**config.mk**
```make
export PLATFORM = sky130hd
export DESIGN_NAME = bresenham_line_walker
export DESIGN_NICKNAME = d
export VERILOG_FILES = /design/src/rtl/core/blw_pkg.sv /design/src/rtl/core/blw_setup.sv /design/src/rtl/core/blw_walker.sv /design/src/rtl/core/blw_out_buf.sv /design/src/rtl/core/bresenham_line_walker.sv
export SDC_FILE = /design/constraint.sdc
export NUM_CORES = 1
export LEC_CHECK = 0
export ABC_AREA = 1
export BUFFER_PORTS_ARGS = -buffer_cell sky130_fd_sc_hd__buf_2
export CORE_MARGIN = 10
export CORE_UTILIZATION = 50
export CTS_BUF_LIST = sky130_fd_sc_hd__clkbuf_16
export CTS_CLUSTER_DIAMETER = 80
export DETAILED_ROUTE_END_ITERATION = 10
export HOLD_SLACK_MARGIN = 0.06
export PLACE_DENSITY = 0.74
export RECOVER_POWER = 25
export SETUP_SLACK_MARGIN = 0.1
export SYNTH_ARGS = -nofsm -noshare
export SYNTH_HDL_FRONTEND = slang
export SYNTH_SLANG_ARGS = --single-unit
```
**constraint.sdc**
```tcl
create_clock -name i_clk -period 18 [get_ports i_clk]
set_input_delay 0.9 -clock i_clk [delete_from_list [all_inputs] [get_ports i_clk]]
set_output_delay 0.9 -clock i_clk [all_outputs]
set_load 0.02 [all_outputs]
```
**src/rtl/core/blw_pkg.sv**
```systemverilog
package blw_pkg;

    // Fixed field widths
    localparam int POS_W   = 9;   // major/minor positions, deltas, columns
    localparam int X_W     = 9;
    localparam int Y_W     = 8;
    localparam int COLOR_W = 16;
    localparam int ERR_W   = 12;  // two's complement error term

    localparam int DEF_COLOR_BITS = 16;

    // Command codes
    localparam logic CMD_START = 1'b0;
    localparam logic CMD_STEP  = 1'b1;

    // Line walk state: everything but the color
    typedef struct packed {
        logic             steep;      // y is the major axis
        logic             minor_neg;  // minor coordinate decreases
        logic [POS_W-1:0] maj_pos;
        logic [POS_W-1:0] min_pos;
        logic [POS_W-1:0] maj_end;
        logic [POS_W-1:0] maj_delta;
        logic [POS_W-1:0] min_delta;
        logic [ERR_W-1:0] err;
    } t_line;

    // One pixel write word
    typedef struct packed {
        logic [X_W-1:0]     x;
        logic [Y_W-1:0]     y;
        logic [COLOR_W-1:0] color;
        logic               last;
    } t_pixel;

endpackage

```
**src/rtl/core/blw_setup.sv**
```systemverilog
module blw_setup (
    input  logic [blw_pkg::X_W-1:0] i_x_start,
    input  logic [blw_pkg::Y_W-1:0] i_y_start,
    input  logic [blw_pkg::X_W-1:0] i_x_end,
    input  logic [blw_pkg::Y_W-1:0] i_y_end,
    output blw_pkg::t_line          o_line
);
    import blw_pkg::*;

    logic [POS_W-1:0] xa, xb, ya, yb;
    logic [POS_W-1:0] adx, ady;
    logic [POS_W-1:0] maj0, min0, maj1, min1;
    logic             steep;
    logic             neg;
    logic [POS_W-1:0] maj_d, min_d;

    // Absolute deltas and major axis (y wins a tie)
    always_comb begin
        xa    = i_x_start;
        xb    = i_x_end;
        ya    = POS_W'(i_y_start);
        yb    = POS_W'(i_y_end);
        adx   = (xb > xa) ? (xb - xa) : (xa - xb);
        ady   = (yb > ya) ? (yb - ya) : (ya - yb);
        steep = !(ady < adx);
    end

    // Order endpoints so the major coordinate increases
    always_comb begin
        if (!steep) begin
            if (xa > xb) begin
                maj0 = xb; min0 = yb; maj1 = xa; min1 = ya;
            end else begin
                maj0 = xa; min0 = ya; maj1 = xb; min1 = yb;
            end
        end else begin
            if (ya > yb) begin
                maj0 = yb; min0 = xb; maj1 = ya; min1 = xa;
            end else begin
                maj0 = ya; min0 = xa; maj1 = yb; min1 = xb;
            end
        end
        neg   = (min1 < min0);
        maj_d = maj1 - maj0;
        min_d = neg ? (min0 - min1) : (min1 - min0);
    end

    // Initial error: 2*minor_delta - major_delta
    always_comb begin
        o_line.steep     = steep;
        o_line.minor_neg = neg;
        o_line.maj_pos   = maj0;
        o_line.min_pos   = min0;
        o_line.maj_end   = maj1;
        o_line.maj_delta = maj_d;
        o_line.min_delta = min_d;
        o_line.err       = ERR_W'({min_d, 1'b0}) - ERR_W'(maj_d);
    end

endmodule

```
**src/rtl/core/blw_walker.sv**
```systemverilog
module blw_walker #(
    parameter int COLOR_BITS = blw_pkg::DEF_COLOR_BITS
) (
    input  logic                        i_clk,
    input  logic                        i_rst_n,
    input  logic                        i_go,       // word taken this cycle
    input  logic                        i_command,
    input  blw_pkg::t_line              i_setup,
    input  logic [blw_pkg::COLOR_W-1:0] i_color,
    output logic                        o_valid,    // word yields a pixel
    output blw_pkg::t_pixel             o_pixel
);
    import blw_pkg::*;

    localparam int CW = (COLOR_BITS < COLOR_W) ? COLOR_BITS : COLOR_W;

    logic          r_active;
    t_line         r_line;
    logic [CW-1:0] r_color;

    logic          start;
    t_line         cur;
    t_line         adv;
    logic [CW-1:0] cur_color;
    logic          last;
    logic          err_pos;

    // Current line: fresh setup on start, held state on step
    always_comb begin
        start     = (i_command == CMD_START);
        cur       = start ? i_setup : r_line;
        cur_color = start ? i_color[CW-1:0] : r_color;
        last      = (cur.maj_pos == cur.maj_end);
        o_valid   = start || r_active;
    end

    // Pixel of the current position
    always_comb begin
        o_pixel.x     = cur.steep ? cur.min_pos : cur.maj_pos;
        o_pixel.y     = cur.steep ? cur.maj_pos[Y_W-1:0] : cur.min_pos[Y_W-1:0];
        o_pixel.color = COLOR_W'(cur_color);
        o_pixel.last  = last;
    end

    // One Bresenham step; minor moves only on a strictly positive error
    always_comb begin
        adv     = cur;
        err_pos = !cur.err[ERR_W-1] && (cur.err != '0);
        if (err_pos) begin
            adv.min_pos = cur.minor_neg ? (cur.min_pos - 1'b1) : (cur.min_pos + 1'b1);
            adv.err     = cur.err + ERR_W'({cur.min_delta, 1'b0})
                                  - ERR_W'({cur.maj_delta, 1'b0});
        end else begin
            adv.err     = cur.err + ERR_W'({cur.min_delta, 1'b0});
        end
        adv.maj_pos = cur.maj_pos + 1'b1;
    end

    // State update
    always_ff @(posedge i_clk) begin
        if (!i_rst_n) begin
            r_active <= 1'b0;
        end else if (i_go && o_valid) begin
            r_active <= !last;
        end
    end

    always_ff @(posedge i_clk) begin
        if (i_go && o_valid) begin
            r_line  <= last ? cur : adv;
            r_color <= cur_color;
        end
    end

endmodule

```
**src/rtl/core/blw_out_buf.sv**
```systemverilog
module blw_out_buf (
    input  logic            i_clk,
    input  logic            i_rst_n,
    input  logic            i_push,
    input  blw_pkg::t_pixel i_pixel,
    output logic            o_space,      // can take a word this cycle
    output logic            o_out_valid,
    input  logic            i_out_ready,
    output blw_pkg::t_pixel o_pixel
);
    import blw_pkg::*;

    logic   r_out_valid;
    t_pixel r_out;
    logic   r_skid_valid;
    t_pixel r_skid;
    logic   take;

    assign o_space     = !r_skid_valid;
    assign o_out_valid = r_out_valid;
    assign o_pixel     = r_out;
    assign take        = r_out_valid && i_out_ready;

    // Valid flags
    always_ff @(posedge i_clk) begin
        if (!i_rst_n) begin
            r_out_valid  <= 1'b0;
            r_skid_valid <= 1'b0;
        end else if (take) begin
            r_out_valid  <= r_skid_valid || i_push;
            r_skid_valid <= 1'b0;
        end else if (!r_out_valid) begin
            r_out_valid  <= i_push;
        end else if (i_push) begin
            r_skid_valid <= 1'b1;
        end
    end

    // Data: skid drains first, new word lands in the first free slot
    always_ff @(posedge i_clk) begin
        if (take) begin
            r_out <= r_skid_valid ? r_skid : i_pixel;
        end else if (!r_out_valid) begin
            r_out <= i_pixel;
        end else if (i_push) begin
            r_skid <= i_pixel;
        end
    end

endmodule

```
**src/rtl/core/bresenham_line_walker.sv**
```systemverilog
// Bresenham line walker: a start word latches two endpoints and a color and
// yields the first pixel; each step word yields the next pixel, the far
// endpoint flagged as last, after which steps yield nothing until the next
// start. A start during a line drops that line. One word is taken every clock
// while the result buffer has room; a word's pixel passes the input register,
// then the setup/step logic into the result register. A two-entry result
// buffer takes the pixel of a word that arrives while the sink stalls; once its
// second entry is in use the input pauses until the sink drains it.
module bresenham_line_walker #(
    parameter int COLOR_BITS = blw_pkg::DEF_COLOR_BITS
) (
    input  logic                        i_clk,
    input  logic                        i_rst_n,
    input  logic                        i_in_valid,
    output logic                        o_in_ready,
    input  logic                        i_command,
    input  logic [blw_pkg::X_W-1:0]     i_x_start,
    input  logic [blw_pkg::Y_W-1:0]     i_y_start,
    input  logic [blw_pkg::X_W-1:0]     i_x_end,
    input  logic [blw_pkg::Y_W-1:0]     i_y_end,
    input  logic [blw_pkg::COLOR_W-1:0] i_line_color,
    output logic                        o_out_valid,
    input  logic                        i_out_ready,
    output logic [blw_pkg::X_W-1:0]     o_pixel_x,
    output logic [blw_pkg::Y_W-1:0]     o_pixel_y,
    output logic [blw_pkg::COLOR_W-1:0] o_pixel_color,
    output logic                        o_last_pixel
);
    import blw_pkg::*;

    logic               r_in_valid;
    logic               r_command;
    logic [X_W-1:0]     r_x_start;
    logic [Y_W-1:0]     r_y_start;
    logic [X_W-1:0]     r_x_end;
    logic [Y_W-1:0]     r_y_end;
    logic [COLOR_W-1:0] r_color;

    t_line  setup;
    logic   buf_space;
    logic   go;
    logic   pix_valid;
    t_pixel pix;
    t_pixel out_pix;

    assign go         = r_in_valid && buf_space;
    assign o_in_ready = !r_in_valid || buf_space;

    // Input register
    always_ff @(posedge i_clk) begin
        if (!i_rst_n) begin
            r_in_valid <= 1'b0;
        end else if (o_in_ready) begin
            r_in_valid <= i_in_valid;
        end
    end

    always_ff @(posedge i_clk) begin
        if (o_in_ready && i_in_valid) begin
            r_command <= i_command;
            r_x_start <= i_x_start;
            r_y_start <= i_y_start;
            r_x_end   <= i_x_end;
            r_y_end   <= i_y_end;
            r_color   <= i_line_color;
        end
    end

    blw_setup u_setup (
        .i_x_start (r_x_start),
        .i_y_start (r_y_start),
        .i_x_end   (r_x_end),
        .i_y_end   (r_y_end),
        .o_line    (setup)
    );

    blw_walker #(
        .COLOR_BITS (COLOR_BITS)
    ) u_walker (
        .i_clk     (i_clk),
        .i_rst_n   (i_rst_n),
        .i_go      (go),
        .i_command (r_command),
        .i_setup   (setup),
        .i_color   (r_color),
        .o_valid   (pix_valid),
        .o_pixel   (pix)
    );

    blw_out_buf u_out_buf (
        .i_clk       (i_clk),
        .i_rst_n     (i_rst_n),
        .i_push      (go && pix_valid),
        .i_pixel     (pix),
        .o_space     (buf_space),
        .o_out_valid (o_out_valid),
        .i_out_ready (i_out_ready),
        .o_pixel     (out_pix)
    );

    assign o_pixel_x     = out_pix.x;
    assign o_pixel_y     = out_pix.y;
    assign o_pixel_color = out_pix.color;
    assign o_last_pixel  = out_pix.last;

endmodule
```
==> results of run 1 <==
cell type report:
cell class	count	area, µm²	share of cell area
timing repair buffer	102	523	0.0344
clock inverter	15	188	0.0124
multi-input combinational	1161	6930	0.456
inverter	202	758	0.0499
sequential	198	5910	0.389
tap	372	465	0.0306
clock buffer	17	425	0.0280
registers in the layout, summed over array words and instances, names as in the netlist:
signal	count
r_color	16
r_command	1
r_in_valid	1
r_x_end	9
r_x_start	9
r_y_end	8
r_y_start	8
u_out_buf.o_out_valid	1
u_out_buf.o_pixel	34
u_out_buf.r_skid	34
u_out_buf.r_skid_valid	1
u_walker.r_active	1
u_walker.r_color	16
u_walker.r_line	59
logic make-up (layout without fill, tap and decap cells):
kind of cell / after synthesis / count (layout)
mux: 25 / 25
fa+ha+maj: 112 / 112
buf+inv: 258 / 336
flops: 198 / 198
simple gates: 665 / 665
xor+xnor: 59 / 59
compound gates: 300 / 300
final timing paths:
kind                       endpoint             startpoint  slack [ns]
max reg2reg     u_walker.r_line[11]           r_x_start[1]        8.02
max             u_walker.r_line[11]           r_x_start[1]        8.02
min reg2reg  u_out_buf.r_skid_valid  u_out_buf.o_out_valid        0.51
min          u_out_buf.r_skid_valid  u_out_buf.o_out_valid        0.51
per-stage QoR:
step                std cells  worst slack [ns]  cell area (µm²)   util  hold WS (ns)
floorplan                1617              9.40            13900      -         0.488
global placement         2035              8.42            14600  0.537         0.507
detailed placement       2035              8.22            14600  0.537         0.515
CTS                      2067              8.10            15200  0.560         0.518
global route             2067              6.86            15200  0.559         0.559
finish                   2067              8.02            15200  0.559         0.513
layout by cell type (no fill, tap or decap), types with 5 or more instances in the layout:
cell type                   Yosys  routed
sky130_fd_sc_hd__nand4_1        8       8
sky130_fd_sc_hd__nand3b_1       5       5
sky130_fd_sc_hd__xnor2_1       20      20
sky130_fd_sc_hd__o21bai_1       8       8
sky130_fd_sc_hd__buf_4          7      10
sky130_fd_sc_hd__a21oi_1       87      86
sky130_fd_sc_hd__clkbuf_16      0      17
sky130_fd_sc_hd__nand2_2       24      25
sky130_fd_sc_hd__nor2_1        63      62
sky130_fd_sc_hd__inv_1        190     190
sky130_fd_sc_hd__a21o_1         6       6
sky130_fd_sc_hd__mux2_2        17      17
sky130_fd_sc_hd__inv_2         12      13
sky130_fd_sc_hd__or2_2         18      18
sky130_fd_sc_hd__edfxtp_1     194     194
sky130_fd_sc_hd__o21ai_0       90      90
sky130_fd_sc_hd__nand2_1      427     426
sky130_fd_sc_hd__buf_2         15      82
sky130_fd_sc_hd__clkbuf_1      23      10
sky130_fd_sc_hd__a31oi_1       20      20
sky130_fd_sc_hd__xor2_1        39      39
sky130_fd_sc_hd__fa_1          11      11
sky130_fd_sc_hd__o211ai_1      16      16
sky130_fd_sc_hd__o21ai_2       17      17
sky130_fd_sc_hd__and2_1         5       5
sky130_fd_sc_hd__o21ai_1       40      40
sky130_fd_sc_hd__o211ai_2       5       5
sky130_fd_sc_hd__nand3_2       11      11
sky130_fd_sc_hd__ha_1         101     101
sky130_fd_sc_hd__mux2i_1        8       8
sky130_fd_sc_hd__nand3_1       89      89
metal layers:
metal	track usage	wire, µm
met4	0.0468	491
met1	0.267	15600
met2	0.335	17100
met3	0.0302	2100
met5	0	0
worst reg2reg max path: cells and delay by family (launching register included):
| kind | cells | cell delay (ns) |
|---|---|---|
| AOI/OAI and AO/OA | 15 | 2.86 |
| xor gates and xnor gates | 3 | 0.58 |
| buffers and inverters | 9 | 0.92 |
| DFF | 1 | 0.47 |
| muxes | 1 | 0.26 |
| adders and majority gates | 6 | 1.94 |
| and+or+nand+nor | 25 | 2.71 |
==> impl_metrics.yaml, run 1 <==
sta:
  clock.fmax_ghz: 0.100
  fin_tns_setup_ns: 0
  timing_hold_violations_final: 0
  maxSlewViolCount: 87
  slew_headroom: -1.14
  worstMarginPinSlew_ns: 3.20
  finalCriticalPeriod_ns: 9.98
  finalCritPeriodShare: 0.554
  count_of_endpoints_failing_setup_in_the_final_report: 0
  setup_repair_after_global_routing_missed_its_margin: "no"
  clock-skew-final_ns: 0.0152
placement:
  gp_congestion: 0.926
  place_hpwl_um: 26400
  portBuffers: 90
clocking:
  worst_path_clk_slew_ns: 0.08
  cts-htree-levels: 4
  ctsResizeCount: 0
  clockRootBuffer: "sky130_fd_sc_hd__clkbuf_16"
  worstSkewPairLatency_ns: 0.45
  cts_hold_buffers: 0
  clock_tree.buffer_depth: 2
  post_cts_buffers: 0
  cts_sinks: 198
  tritoncts.num_buffers: 17
  tritoncts: "done"
synth:
  synth_simple_gate_area_frac: 0.209
  syn_avg_cell_area_um2: 8.59
  top_cells_by_instance_count_after_synthesis: "427 x sky130_fd_sc_hd__nand2_1, 194 x sky130_fd_sc_hd__edfxtp_1, 190 x sky130_fd_sc_hd__inv_1"
  synth_edf_count: 194
  xor_and_xnor_fraction_of_the_mapped_netlist_area: 0.0372
  synthFlopType: "sky130_fd_sc_hd__edfxtp_1"
  synth.cell_area_um2: 13900
  synthDominantAreaCellType: "sky130_fd_sc_hd__edfxtp_1"
  synth.distinct_cells: 49
  main_combinational_cell_family_by_area_after_synthesis: "simple AND/OR/NAND/NOR gates"
  synth-async-reset-ratio: 0
  complex_gate_fraction_of_the_synthesized_area: 0.125
  synth_nets: 1784
  netlist_instances: 1617
  yosysTopAreaCellShare: 0.419
  ys_seq_area_frac: 0.425
  post_synth_main_area_contributors: "sky130_fd_sc_hd__edfxtp_1 42%, sky130_fd_sc_hd__nand2_1 12%, sky130_fd_sc_hd__ha_1 9.1%, sky130_fd_sc_hd__inv_1 5.1%, sky130_fd_sc_hd__o21ai_0 3.2%"
  synth-adder-area-share: 0.107
  yosys.cell_count.top_type: "sky130_fd_sc_hd__nand2_1"
  post_synth_mux_area_share: 0.0195
  synth_warnings: 0
  ys_seq_elements: 198
global_route:
  largest_net_degree_at_the_start_of_global_routing: 70
  globalRouteTotalUtil: 0.200
  globalRoute.totalOverflow: 0
  grt_antenna_before_repair: 0
  grt_pass1_wl_um: 56800
  via_count_of_the_first_global_routing_pass: 10735
finish:
  layout.nets: 1849
  area_delta_synth_final_pct: 9.33
  antenna_diode_count: 0
  layout-drive-gt1-share: 0.143
  final.fill_count: 2486
detailed_routing:
  drt_first_iter_violations: 831
  detail_route.vias_per_cell: 5.38
  route.antenna.remaining_nets: 0
  route.detailed.wl_per_inst_um: 17.1
  overall_routed_net_length_um: 35300
  detailedRoute.firstPassIterationCount: 6
  routed-via-count: 11126
  drcViolationCount: 0
die:
  num_rows: 60
  std_cell_core_area_um2: 27200
  die_width_um: 187
  ioPinCount: 91
  die_y_um: 187
  initial_util: 0.511
  dieArea_um2: 34900
worst_setup_path:
  end_kind: "flop"
  arrival_ns: 10.18
  worst_r2r_path_depth: 59
  most_numerous_cell_on_the_critical_path: "sky130_fd_sc_hd__nand2_1"
  cp_slowest_cell: "sky130_fd_sc_hd__edfxtp_1"
  critPathBufInv: 9
  data_required_time_at_the_worst_endpoint_ns: 18.20
  critPathKind: "reg2reg"
  timing.critical_path.depth: 59
  cp-start-kind: "flop"
  critPathMaxStageDelay_ns: 0.47
  crit_fanout: 30
  cp_top_family: "compound AO/OA/AOI/OAI gates"
worst_hold_path:
  min_path_cells: 2
  hold_class: "reg2reg"
outcome:
  violations: "capacitance limit, slew limit"
  outcome: "complete, but fails checks"
flow_run:
  drv_cap: 2
Power of run 1 is left out: the tool's default activity adds up to more than one toggle a clock period on the data nets, which glitch-free logic cannot reach.
==> run 2: changes to the inputs <==
==> constraint.sdc (replaced) <==
create_clock -name i_clk -period 10.2 [get_ports i_clk]
set_input_delay 0.51 -clock i_clk [delete_from_list [all_inputs] [get_ports i_clk]]
set_output_delay 0.51 -clock i_clk [all_outputs]
set_load 0.02 [all_outputs]
==> impl_metrics.yaml, run 2 (synthesis gave the netlist of run 1 again) <==
global_route:
  grt_pass1_wl_um: 56700
  largest_net_degree_at_the_start_of_global_routing: 66
  via_count_of_the_first_global_routing_pass: 10729
  globalRoute.totalOverflow: 0
  globalRouteTotalUtil: 0.199
  grt_antenna_before_repair: 0
die:
  ioPinCount: 91
  die_y_um: 187
  dieArea_um2: 34900
  num_rows: 60
  initial_util: 0.511
  std_cell_core_area_um2: 27200
  die_width_um: 187
worst_setup_path:
  worst_setup_path_startpoint: "r_x_end[2]"
  crit-reg2reg-launch: "r_x_end[2]"
  critPathMaxStageDelay_ns: 0.48
  end_kind: "flop"
  data_required_time_at_the_worst_endpoint_ns: 10.40
  cp-start-kind: "flop"
  arrival_ns: 9.55
  critPathKind: "reg2reg"
  crit_fanout: 30
  most_numerous_cell_on_the_critical_path: "sky130_fd_sc_hd__nand2_1"
  cp_slowest_cell: "sky130_fd_sc_hd__edfxtp_1"
worst_hold_path:
  hold_class: "in2reg"
  min-delay-start: "i_line_color[9]"
sta:
  finalCriticalPeriod_ns: 9.35
  maxSlewViolCount: 35
  worstMarginPinSlew_ns: 1.99
  clock.fmax_ghz: 0.107
  finalCritPeriodShare: 0.917
  timing_hold_violations_final: 0
  clock-skew-final_ns: 0.0117
  final.setup.worst_slack_ns: 0.851
  count_of_endpoints_failing_setup_in_the_final_report: 0
  slew_headroom: -0.329
clocking:
  clockRootBuffer: "sky130_fd_sc_hd__clkbuf_16"
  cts_sinks: 198
  tritoncts: "done"
  cts-htree-levels: 4
  worst_path_clk_slew_ns: 0.08
  tritoncts.num_buffers: 17
  worstSkewPairLatency_ns: 0.45
  clock_tree.buffer_depth: 2
finish:
  registers.top_by_ff_count: "u_walker.r_line"
  antenna_diode_count: 0
  area_delta_synth_final_pct: 10.5
  layout-drive-gt1-share: 0.147
  layout.cells.most_common: "sky130_fd_sc_hd__nand2_1"
  final_cell_mix: "423 x sky130_fd_sc_hd__nand2_1, 194 x sky130_fd_sc_hd__edfxtp_1, 187 x sky130_fd_sc_hd__inv_1"
  largest_register_ff_count: 59
  layout.nets: 1863
  finished_cell_area_um2: 15400
detailed_routing:
  drcViolationCount: 0
  detailedRoute.firstPassIterationCount: 5
  detail_route.vias_per_cell: 5.38
  drt_first_iter_violations: 1029
  route.antenna.remaining_nets: 0
  routed-via-count: 11190
  route.detailed.wl_per_inst_um: 17.0
  overall_routed_net_length_um: 35400
placement:
  post-place-ws_ns: 0.399
  placed_area_um2: 14600
  place_hpwl_um: 26100
  gp_congestion: 0.941
  portBuffers: 90
outcome:
  outcome: "complete, but fails checks"
  violations: "capacitance limit, slew limit"
flow_run:
  drv_cap: 1
run 2: final timing paths:
check / to / slack [ns] / cells after the start
setup / recovery: u_walker.r_line[11] / 0.85 / 60
hold / removal: r_color[9] / 0.23 / 1
setup reg to reg: u_walker.r_line[11] / 0.85 / 60
hold reg to reg: u_out_buf.r_skid_valid / 0.53 / 2
run 2: metrics by stage:
step	utilization	hold slack [ns]	cells	TNS, ns
after floorplan	-	0.488	1617	0
after global placement	0.537	0.510	2034	0
after detailed placement	0.537	0.520	2034	0
after CTS	0.559	0.215	2066	0
after global routing	0.565	0.212	2081	-0.0323
final	0.565	0.230	2081	0
run 2: repair_timing:
action | 4_1_cts | 5_1_grt
hold buffers | 0 | 0
gates resized for setup | 0 | 33
buffers inserted | 0 | 15
setup endpoints to repair | 0 | 5
run 2: layout make-up:
class                           instances  area [µm²]
Tap cell                              372         465
Sequential cell                       198        5910
Fill cell                            2475       11800
Clock buffer                           17         425
Multi-Input combinational cell       1161        7020
Inverter                              202         758
Timing Repair Buffer                  116         623
Clock inverter                         15         160
run 2: critical path: cells and delay by family, from the launching register on:
kind                       cells  cell delay (ns)
AOI/OAI and AO/OA             14             2.17
xor gates and xnor gates       3             0.60
adders and majority gates      6             2.02
buffers and inverters          8             0.80
DFF                            1             0.48
muxes                          1             0.11
and+or+nand+nor               28             2.87
run 2: metal layers:
metal	up-vias	part of all wire	GRT usage
met5	-	0	0
met4	0	0.015	0.0490
met3	33	0.052	0.0298
met2	327	0.48	0.327
met1	5240	0.45	0.268
li1	5590	-	-
Power of run 2 is left out for the same reason.
